<file path="config.mk">
export PLATFORM = sky130hd
export DESIGN_NAME = xml_text_escaper
export DESIGN_NICKNAME = d
export VERILOG_FILES = /design/src/rtl/xte_pkg.sv /design/src/rtl/xte_expand.sv /design/src/rtl/xte_emit.sv /design/src/rtl/xml_text_escaper.sv
export SDC_FILE = /design/constraint.sdc
export NUM_CORES = 1
export LEC_CHECK = 0
export BUFFER_PORTS_ARGS = -buffer_cell sky130_fd_sc_hd__buf_2
export CORE_UTILIZATION = 60
export DETAILED_ROUTE_END_ITERATION = 8
export GPL_ROUTABILITY_DRIVEN = 0
export MAX_ROUTING_LAYER = met4
export PLACE_DENSITY = 0.86
export SLEW_MARGIN = 20
export SYNTH_ARGS = -nofsm -noshare
export SYNTH_HDL_FRONTEND = slang
export SYNTH_SLANG_ARGS = --single-unit
</file>
<file path="constraint.sdc">
create_clock -name clk -period 5.48 [get_ports clk]
set_clock_uncertainty 0.1 [all_clocks]
set_input_delay 0.274 -clock clk [delete_from_list [all_inputs] [get_ports clk]]
set_output_delay 0.274 -clock clk [all_outputs]
set_load 0.02 [all_outputs]
</file>
<file path="src/rtl/xte_pkg.sv">
// ----------------------------------------------------------------------------
// xte_pkg : shared types, character codes and escape helpers
// Holds the expansion record passed from the decoder to the byte emitter,
// the character codes of the escape syntax and the per-byte escape function.
// ----------------------------------------------------------------------------
`default_nettype none

package xte_pkg;

  typedef logic [7:0] char_t;

  // Largest number of output bytes one input byte can cause ("&amp;#&#xHH;").
  localparam int MaxOut  = 12;
  localparam int CntW    = $clog2(MaxOut + 1);
  localparam int EscMax  = 6;
  localparam int EscCntW = $clog2(EscMax + 1);

  // Held-prefix codes.
  localparam logic [1:0] HELD_NONE     = 2'd0;
  localparam logic [1:0] HELD_AMP      = 2'd1;
  localparam logic [1:0] HELD_AMP_HASH = 2'd2;

  // Character codes.
  localparam char_t CH_AMP  = 8'h26;
  localparam char_t CH_LT   = 8'h3C;
  localparam char_t CH_GT   = 8'h3E;
  localparam char_t CH_QUOT = 8'h22;
  localparam char_t CH_APOS = 8'h27;
  localparam char_t CH_HASH = 8'h23;
  localparam char_t CH_X    = 8'h78;
  localparam char_t CH_SEMI = 8'h3B;
  localparam char_t PrintLo = 8'd32;
  localparam char_t PrintHi = 8'd126;

  typedef struct packed {
    char_t [EscMax-1:0] data;
    logic [EscCntW-1:0] len;
  } esc_t;

  // Full output of one accepted input byte, index 0 goes out first.
  typedef struct packed {
    char_t [MaxOut-1:0] data;
    logic [CntW-1:0]    len;
    logic               last;
  } exp_t;

  function automatic char_t hex_char(input logic [3:0] nib);
    char_t c;
    if (nib < 4'd10) begin
      c = 8'h30 + {4'h0, nib};
    end else begin
      c = 8'h37 + {4'h0, nib};
    end
    return c;
  endfunction

  // Escaped form of a single byte.
  function automatic esc_t esc_byte(input char_t b);
    esc_t e;
    e.data = '0;
    e.len  = EscCntW'(1);
    e.data[0] = b;
    case (b)
      CH_AMP: begin
        e.data[0] = "&"; e.data[1] = "a"; e.data[2] = "m"; e.data[3] = "p";
        e.data[4] = ";"; e.len = EscCntW'(5);
      end
      CH_LT: begin
        e.data[0] = "&"; e.data[1] = "l"; e.data[2] = "t"; e.data[3] = ";";
        e.len = EscCntW'(4);
      end
      CH_GT: begin
        e.data[0] = "&"; e.data[1] = "g"; e.data[2] = "t"; e.data[3] = ";";
        e.len = EscCntW'(4);
      end
      CH_QUOT: begin
        e.data[0] = "&"; e.data[1] = "q"; e.data[2] = "u"; e.data[3] = "o";
        e.data[4] = "t"; e.data[5] = ";"; e.len = EscCntW'(6);
      end
      CH_APOS: begin
        e.data[0] = "&"; e.data[1] = "a"; e.data[2] = "p"; e.data[3] = "o";
        e.data[4] = "s"; e.data[5] = ";"; e.len = EscCntW'(6);
      end
      default: begin
        if (b < PrintLo || b > PrintHi) begin
          e.data[0] = "&"; e.data[1] = "#"; e.data[2] = "x";
          e.data[3] = hex_char(b[7:4]);
          e.data[4] = hex_char(b[3:0]);
          e.data[5] = ";";
          e.len = EscCntW'(6);
        end
      end
    endcase
    return e;
  endfunction

endpackage

`default_nettype wire

</file>
<file path="src/rtl/xte_expand.sv">
// ----------------------------------------------------------------------------
// xte_expand : prefix tracker and byte expansion
// Keeps the held-prefix and raw-run state and turns each accepted byte into
// the complete list of bytes it produces.
// ----------------------------------------------------------------------------
`default_nettype none

module xte_expand
  import xte_pkg::*;
(
  input  wire logic  clk,
  input  wire logic  rst_n,
  input  wire logic  take,
  input  wire char_t in_byte,
  input  wire logic  in_last,
  output exp_t       expansion
);

  logic [1:0] held_r, held_nxt;
  logic       raw_r, raw_nxt;

  // Flushed prefix: "&amp;" then "#".
  char_t [EscMax-1:0] prefix;
  assign prefix = {"#", ";", "p", "m", "a", "&"};

  always_comb begin
    esc_t               esc;
    char_t [EscMax-1:0] tail;
    logic [EscCntW-1:0] tl;
    logic [2:0]         pl;
    logic               fresh;
    logic [CntW-1:0]    off;

    esc      = esc_byte(in_byte);
    held_nxt = HELD_NONE;
    raw_nxt  = 1'b0;
    fresh    = 1'b0;
    pl       = 3'd0;
    tail     = '0;
    tl       = '0;

    if (raw_r) begin
      tail[0] = in_byte;
      tl      = EscCntW'(1);
      raw_nxt = !(in_byte == CH_SEMI || in_last);
    end else begin
      case (held_r)
        HELD_AMP: begin
          if (in_byte == CH_HASH && !in_last) begin
            held_nxt = HELD_AMP_HASH;
          end else begin
            pl    = 3'd5;
            fresh = 1'b1;
          end
        end
        HELD_AMP_HASH: begin
          if (in_byte == CH_X) begin
            tail[0] = "&"; tail[1] = "#"; tail[2] = "x";
            tl      = EscCntW'(3);
            raw_nxt = !in_last;
          end else begin
            pl    = 3'd6;
            fresh = 1'b1;
          end
        end
        default: fresh = 1'b1;
      endcase
    end

    if (fresh) begin
      if (in_byte == CH_AMP && !in_last) begin
        held_nxt = HELD_AMP;
      end else begin
        tail = esc.data;
        tl   = esc.len;
      end
    end

    expansion.data = '0;
    for (int k = 0; k < MaxOut; k++) begin
      off = CntW'(k) - CntW'(pl);
      if (CntW'(k) < CntW'(pl)) begin
        expansion.data[k] = prefix[k[2:0]];
      end else if (off < CntW'(EscMax)) begin
        expansion.data[k] = tail[off[2:0]];
      end
    end
    expansion.len  = CntW'(pl) + CntW'(tl);
    expansion.last = in_last;
  end

  always_ff @(posedge clk) begin
    if (!rst_n) begin
      held_r <= HELD_NONE;
      raw_r  <= 1'b0;
    end else if (take) begin
      held_r <= held_nxt;
      raw_r  <= raw_nxt;
    end
  end

endmodule

`default_nettype wire

</file>
<file path="src/rtl/xte_emit.sv">
// ----------------------------------------------------------------------------
// xte_emit : expansion buffer and output byte sequencer
// Holds one expansion and hands its bytes out one beat at a time, taking
// the next expansion in the same cycle as its final beat leaves.
// ----------------------------------------------------------------------------
`default_nettype none

module xte_emit
  import xte_pkg::*;
(
  input  wire logic  clk,
  input  wire logic  rst_n,
  input  wire logic  take,
  input  wire exp_t  expansion,
  output logic       load_ready,
  output logic       out_valid,
  input  wire logic  out_ready,
  output char_t      out_byte,
  output logic       out_run_last,
  output logic       out_text_end
);

  char_t [MaxOut-1:0] buf_r;
  logic [CntW-1:0]    len_r;
  logic [CntW-1:0]    idx_r;
  logic               last_r;
  logic               busy_r;
  logic               at_end;

  assign at_end       = (idx_r == len_r - CntW'(1));
  assign out_valid    = busy_r;
  assign out_byte     = buf_r[idx_r];
  assign out_run_last = at_end;
  assign out_text_end = at_end & last_r;
  assign load_ready   = !busy_r || (out_ready && at_end);

  always_ff @(posedge clk) begin
    if (!rst_n) begin
      busy_r <= 1'b0;
      idx_r  <= '0;
    end else if (take) begin
      busy_r <= (expansion.len != '0);
      idx_r  <= '0;
    end else if (busy_r && out_ready) begin
      if (at_end) begin
        busy_r <= 1'b0;
      end else begin
        idx_r <= idx_r + CntW'(1);
      end
    end
  end

  always_ff @(posedge clk) begin
    if (take) begin
      buf_r  <= expansion.data;
      len_r  <= expansion.len;
      last_r <= expansion.last;
    end
  end

endmodule

`default_nettype wire

</file>
<file path="src/rtl/xml_text_escaper.sv">
// ----------------------------------------------------------------------------
// xml_text_escaper : streaming XML text escaper
// Turns a text string, one byte per beat, into its escaped XML form, one
// byte per beat, leaving "&#x...;" character references untouched.
// ----------------------------------------------------------------------------
//
//  Channel | Direction | tdata               | tlast          | tuser
//  --------+-----------+---------------------+----------------+---------------
//  in_     | slave     | [7:0] in_byte       | in_last        | -
//  out_    | master    | [7:0] out_byte      | text_end       | run_last
//
//  Plain text, whose bytes pass through unchanged, streams at one beat per
//  cycle while the output is not stalled.  A byte that expands into an
//  entity produces up to twelve output bytes, one per beat, because the
//  output port sends one byte per beat; in_tready stays low until the final
//  byte of the expansion leaves.  A '&' or '#' that is held back produces no
//  output beat.  Reset (rst_n low, synchronous) empties the buffer and
//  clears the held prefix and raw-run state.  A stall on the output holds
//  the current byte and back-pressures the input.
//
// The decoder works on the input beat directly: when a beat is accepted
// its whole expansion is computed and written into the emit buffer in the
// same clock edge, while the held-prefix and raw-run state advance.  The
// emit buffer then serves as the output register.
// ----------------------------------------------------------------------------
`default_nettype none

module xml_text_escaper
  import xte_pkg::*;
(
  input  wire logic       clk,
  input  wire logic       rst_n,
  // Input stream
  input  wire logic       in_tvalid,
  output logic            in_tready,
  input  wire logic [7:0] in_tdata,   // [7:0] in_byte
  input  wire logic       in_tlast,   // in_last
  // Output stream
  output logic            out_tvalid,
  input  wire logic       out_tready,
  output logic [7:0]      out_tdata,  // [7:0] out_byte
  output logic            out_tlast,  // text_end
  output logic            out_tuser   // run_last
);

  exp_t expansion;
  logic take;

  // A valid beat is taken whenever the buffer is empty or is handing out its
  // final byte in this cycle.
  assign take = in_tvalid & in_tready;

  xte_expand u_expand (
    .clk       (clk),
    .rst_n     (rst_n),
    .take      (take),
    .in_byte   (in_tdata),
    .in_last   (in_tlast),
    .expansion (expansion)
  );

  xte_emit u_emit (
    .clk          (clk),
    .rst_n        (rst_n),
    .take         (take),
    .expansion    (expansion),
    .load_ready   (in_tready),
    .out_valid    (out_tvalid),
    .out_ready    (out_tready),
    .out_byte     (out_tdata),
    .out_run_last (out_tuser),
    .out_text_end (out_tlast)
  );

endmodule

`default_nettype wire

</file>
After elaboration in Yosys (flattened, before gate mapping). Index checks and enable logic that the tools add are counted.

Bitwise gates (word level): 14. Reduce and logical (&&, ||, !) cells: 29. Equal/unequal tests: 11. Add/subtract/negate cells: 19. Mux-type cells: 74. Magnitude comparators: 40.

Operator list (count): $bmux W8 S3 (12); $pmux W35 S5 (1); $mux W8 (18); $eq A8 B6 Y1 const B (7); $mux W49 (1); $lt A3 B4 Y1 const B (12); $lt A4 B3 Y1 const B (12); $mux W48 (1); $mux W46 (1); $mux W7 (6); $bmux W8 S4 (1); $pmux W8 S4 (1); $add A6 B4 Y7 const A (4); $reduce_or A2 Y1 (13); $mux W24 (1); $mux W6 (4); $mux W23 (1); $mux W3 (7); $lt A4 B3 Y1 const A (4); $mux W16 (1); $sub A3 B3 Y4 const A (4); $sub A4 B3 Y4 const A (4); $mux W2 (6); $not A1 Y1 (12); 28 further kinds (53).

Logic and storage cells: 215. Flip-flop bits (word level): 109. Output and inout bits: 12.

Logic depth before layout (Yosys ltp).
Depth in word-level cells: 10. Depth in mapped cells: 19.

Cells and area by module. A second synthesis with hierarchy kept.

Cells, all modules: 820. Area total of the unflattened synthesis: 7900.1 um^2.

Modules (own cells, without submodules): xte_emit (seq. area each 3133.0 um^2, area each 4244.1 um^2, cells an instance 219, times used 1); xte_expand (seq. area each 60.1 um^2, area each 3649.8 um^2, cells an instance 600, times used 1); xml_text_escaper (seq. area each 0.0 um^2, area each 6.3 um^2, cells an instance 1, times used 1).

Worst setup path after synthesis. Ideal clock, no wire load.

Path kind: register to register. From: register u_emit.len_r[0]. To: register u_expand.held_r[1]. Clock period less this slack: 4507 ps. Buffers on the path: 0. Stages on the path, launching flop included: 12. Arrival time: 4342 ps. Path slack: 973 ps. Cells stage by stage: edfxtp_1 -> inv_1 -> ha_1 -> xor2_1 -> mux2i_1 -> o2111a_1 -> a21bo_2 -> nand2_1 -> inv_1 -> and4b_1 -> a21oi_1 -> nor2b_1.

Cells in the longest elaborated chain, start to end: 5.

Ends and longest elaborated chain: start: declaration (line xte_emit.sv:24) `logic [CntW-1:0] len_r;`; start signal: assignment (line xte_emit.sv:56) `len_r <= expansion.len;`; $sub A4 B1 Y4 (line xte_emit.sv:30) `assign at_end = (idx_r == len_r - CntW'(1));`; $eq A4 B4 Y1 (line xte_emit.sv:30); via out_tuser (line xml_text_escaper.sv:43) `output logic out_tuser`; $logic_and A1 B1 Y1 (line xte_emit.sv:35) `assign load_ready = !busy_r || (out_ready && at_end);`; $logic_or A1 B1 Y1 (line xte_emit.sv:35); via in_tready (line xml_text_escaper.sv:35) `output logic in_tready,`; $and A1 B1 Y1 (line xml_text_escaper.sv:51) `assign take = in_tvalid & in_tready;`; via take (line xml_text_escaper.sv:47) `logic take;`; end signal: assignment (line xte_expand.sv:97) `held_r <= held_nxt;`; end: declaration (line xte_expand.sv:19) `logic [1:0] held_r, held_nxt;`.

The timed path passes the listed nets, and every way through them passes these cells. A chain may end at the register's enable or synchronous reset.

Worst setup path in the final report.
From: register u_expand.held_r[0]. To: register u_emit.buf_r[52] (netlist bit) (data pin).

Cells in the longest elaborated chain, start to end: 9.

Ends and longest elaborated chain: branches (longest 7 deep; another with $sub A3 B3 Y4); $mux W8 (*) (line xte_expand.sv:84) `end else if (off < CntW'(EscMax)) begin`; $mux W8 (*) (line xte_expand.sv:82) `if (CntW'(k) < CntW'(pl)) begin`; end signal: assignment (line xte_emit.sv:55) `buf_r <= expansion.data;`; end: declaration (line xte_emit.sv:23) `char_t [MaxOut-1:0] buf_r;`.

Mark *: on every way between the ends. The select of a mux whose other input is x is not followed.

==> impl_metrics.sql <==
INSERT INTO impl_metrics (metric_group, metric, value, unit) VALUES
('floorplanning', 'row_count', '40', ''),
('place', 'place.detailed.hpwl', '15880', 'um'),
('layout', 'area_growth', '6.500', '%'),
('synthesis', 'synth_top_family_by_area', 'compound AO/OA/AOI/OAI gates', ''),
('layout', 'fillers', '994', ''),
('setup_path', 'biggest_fanout_along_the_worst_timing_path', '15', ''),
('outcome', 'violations', 'design-rule violations', ''),
('detailed_routing', 'routedWlPerCell', '23.12', 'um'),
('setup_path', 'critical_path_required', '5.44', 'ns'),
('floorplanning', 'fp.dieH', '115.0', 'um'),
('detailed_routing', 'ant_nets', '0', ''),
('setup_path', 'worst_setup_end_kind', 'flip-flop', ''),
('timing', 'period_minus_slack', '4.039', 'ns'),
('timing', 'slew_viol_final', '0', ''),
('layout', 'finish.instance_area', '8159', 'um2'),
('synthesis', 'synth_area_in_simple_gates', '18.23', '%'),
('place', 'portBuffers', '24', ''),
('synthesis', 'post_synth.cell_area_avg', '9.860', 'um2'),
('cts', 'number_of_buffers_inserted_by_post_cts_setup_repair', '0', ''),
('power_and_ir_drop', 'cellLeakagePower', '2.997', 'nW'),
('synthesis', 'synth.area.mux_share', '10.35', '%'),
('grt', 'gr-usage-all-layers', '35.97', '%'),
('grt', 'grt_pass1_wl', '34470', 'um'),
('detailed_routing', 'total_iterations_of_the_first_detailed_routing_run', '9', ''),
('layout', 'mostFrequentLayoutCell', 'sky130_fd_sc_hd__edfxtp_1', ''),
('setup_path', 'cp_data_arrival_time', '4.00', 'ns'),
('cts', 'tritoncts_clock_tree', 'built', ''),
('synthesis', 'synthDistinctLibCells', '87', ''),
('synthesis', 'post_synth_main_area_contributors', 'sky130_fd_sc_hd__edfxtp_1, sky130_fd_sc_hd__mux4_2, sky130_fd_sc_hd__ha_1', ''),
('setup_path', 'r2r_start', 'u_expand.held_r[0]$_SDFFE_PN0P_', ''),
('place', 'placed_cell_area', '7878', 'um2'),
('grt', 'grt_start_max_net_pins', '101', ''),
('synthesis', 'yosys.area.top_type_share', '39.59', '%'),
('synthesis', 'synth_area_leader', 'sky130_fd_sc_hd__edfxtp_1', ''),
('grt', 'grt_pass1_vias', '6328', ''),
('cts', 'clk_pin_slew', '0.07', 'ns'),
('power_and_ir_drop', 'vdd_drop_max', '0.1515', 'mV'),
('setup_path', 'path_class', 'flip-flop to flip-flop', ''),
('synthesis', 'post_synth_instance_area', '7661', 'um2'),
('timing', 'hold_violations', '0', ''),
('outcome', 'outcome', 'complete, but fails checks', ''),
('synthesis', 'synth_seq_area_share', '41.68', '%'),
('power_and_ir_drop', 'design_power', '1.876', 'mW'),
('detailed_routing', 'detail_route.iter0.violations', '1317', ''),
('timing', 'setup-violations-final', '0', ''),
('floorplanning', 'fp.coreArea', '12210', 'um2'),
('timing', 'fin_setup_tns', '0', 'ns'),
('floorplanning', 'io_pins', '25', ''),
('detailed_routing', 'vias_per_cell', '7.214', ''),
('floorplanning', 'floorplan_die_area', '13220', 'um2'),
('grt', 'antenna_found_initial', '0', ''),
('timing', 'relSlewSlack', '24.41', '%'),
('floorplanning', 'chipWidth', '115.0', 'um'),
('timing', 'max_slew.worst_pin.slew', '1.134', 'ns'),
('synthesis', 'yosys.area_share.adder', '4.344', '%'),
('timing', 'rsz0062_at_grt', 'no', ''),
('layout', 'antenna-diode-count', '0', ''),
('detailed_routing', 'drc', '1', ''),
('detailed_routing', 'postRouteWirelength', '21870', 'um'),
('synthesis', 'post_synth_top_flop', 'sky130_fd_sc_hd__edfxtp_1', ''),
('cts', 'cts_resized', '0', ''),
('worst_hold_path', 'hold_class', 'input pin to flip-flop', ''),
('timing', 'finalHoldWorstSlack', '0.04701', 'ns'),
('detailed_routing', 'via_count', '6824', ''),
('setup_path', 'r2r_setup_slk', '1.44', 'ns'),
('synthesis', 'ys_seq_elements', '109', ''),
('cts', 'clock_sink_count', '109', ''),
('timing', 'layout_worst_path_cycle_share', '73.71', '%'),
('synthesis', 'synthCells', '777', ''),
('worst_hold_path', 'timing.hold.worst.start', 'in_tlast', ''),
('layout', 'nets', '812', '');
## report_power, final
group	switching, mW	total, mW	internal, mW
logic	0.166	0.264	0.0983
registers	0.0219	0.986	0.964
clock network	0.301	0.626	0.324
total	0.489	1.88	1.39
## sequential cells by signal, indices dropped and copies added, names as in the netlist
| name | cells |
|---|---|
| u_emit.buf_r | 96 |
| u_emit.idx_r | 4 |
| u_emit.len_r | 4 |
| u_expand.held_r | 2 |
| u_emit.last_r | 1 |
| u_emit.out_valid | 1 |
| u_expand.raw_r | 1 |
## cells by family (layout without fill, tap and decap cells)
group	count (synthesis)	count (layout)
AOI/OAI and AO/OA	214	214
xor gates and xnor gates	10	10
adders and majority gates	26	26
buffers and inverters	91	87
DFF	109	109
muxes	49	49
other	1	6
and+or+nand+nor	277	277
## cells in the mapped netlist, types with 3 or more instances
library cell / instances
sky130_fd_sc_hd__edfxtp_1: 101
sky130_fd_sc_hd__nor2_1: 82
sky130_fd_sc_hd__nand2_1: 51
sky130_fd_sc_hd__o21ai_0: 44
sky130_fd_sc_hd__a21oi_1: 38
sky130_fd_sc_hd__clkbuf_1: 36
sky130_fd_sc_hd__inv_1: 34
sky130_fd_sc_hd__nor3_1: 31
sky130_fd_sc_hd__ha_1: 25
sky130_fd_sc_hd__nand3_1: 25
sky130_fd_sc_hd__mux4_2: 24
sky130_fd_sc_hd__mux2i_1: 23
sky130_fd_sc_hd__o22ai_1: 15
sky130_fd_sc_hd__buf_2: 13
sky130_fd_sc_hd__o31ai_1: 12
sky130_fd_sc_hd__and2_1: 11
sky130_fd_sc_hd__nand2b_1: 11
sky130_fd_sc_hd__o21ai_1: 11
sky130_fd_sc_hd__a31oi_1: 10
sky130_fd_sc_hd__nor2b_1: 9
sky130_fd_sc_hd__a211oi_1: 8
sky130_fd_sc_hd__and3_1: 8
sky130_fd_sc_hd__dfxtp_1: 8
sky130_fd_sc_hd__o21a_1: 8
sky130_fd_sc_hd__or2_2: 8
sky130_fd_sc_hd__nor4_1: 7
sky130_fd_sc_hd__or3_1: 7
sky130_fd_sc_hd__nand4_1: 6
sky130_fd_sc_hd__xor2_1: 6
sky130_fd_sc_hd__a21o_1: 5
sky130_fd_sc_hd__buf_1: 5
sky130_fd_sc_hd__o41ai_1: 5
sky130_fd_sc_hd__a41oi_1: 4
sky130_fd_sc_hd__nor3b_1: 4
sky130_fd_sc_hd__o211ai_1: 4
sky130_fd_sc_hd__xnor2_1: 4
sky130_fd_sc_hd__a21boi_0: 3
sky130_fd_sc_hd__o31a_1: 3
sky130_fd_sc_hd__o32ai_1: 3
## cell type report
cell class / count / share of cell area (%)
clock buffer: 10 / 2.929
clock inverter: 6 / 0.5214
inverter: 36 / 1.672
multi-input combinational: 582 / 50.51
sequential: 109 / 39.15
tap: 168 / 2.576
timing repair buffer: 35 / 2.638
## per-layer routing
metal  wire length, um  up-vias  GRT usage, %
li1                  -     2940             -
met1              8106     3174         45.16
met2              9951      581         54.78
met3              2731      129         9.752
met4              1081        0         15.67
met5                 0        -             -
## per-stage QoR
stage	utilization [%]	setup WS, ns	std cells
after floorplan	-	0.9730	782
after global placement	64.51	1.572	930
after detailed placement	64.51	1.371	930
after CTS	66.81	1.616	946
after global routing	66.81	1.314	946
final	66.81	1.441	946
## critical path: stages (launching register included)
cell,delay (ns)
sky130_fd_sc_hd__dfxtp_1,0.36
sky130_fd_sc_hd__inv_1,0.06
sky130_fd_sc_hd__ha_1,0.44
sky130_fd_sc_hd__or3_1,0.44
sky130_fd_sc_hd__inv_1,0.08
sky130_fd_sc_hd__nor2_1,0.17
sky130_fd_sc_hd__inv_1,0.34
sky130_fd_sc_hd__ha_1,0.55
sky130_fd_sc_hd__a21boi_1,0.87
sky130_fd_sc_hd__nor2_1,0.08
sky130_fd_sc_hd__nand4_1,0.14
sky130_fd_sc_hd__o41ai_1,0.12
## path summary, 6_finish.rpt
path	endpoint	cells after the start
worst max register to register	u_emit.buf_r[52]$_SDFFCE_PP0P_	11
worst min-delay path	u_emit.last_r$_DFFE_PP_	1
worst max-delay path	u_emit.buf_r[52]$_SDFFCE_PP0P_	11
worst min register to register	u_expand.held_r[0]$_SDFFE_PN0P_	2
Power figures use the tool's default switching activity.
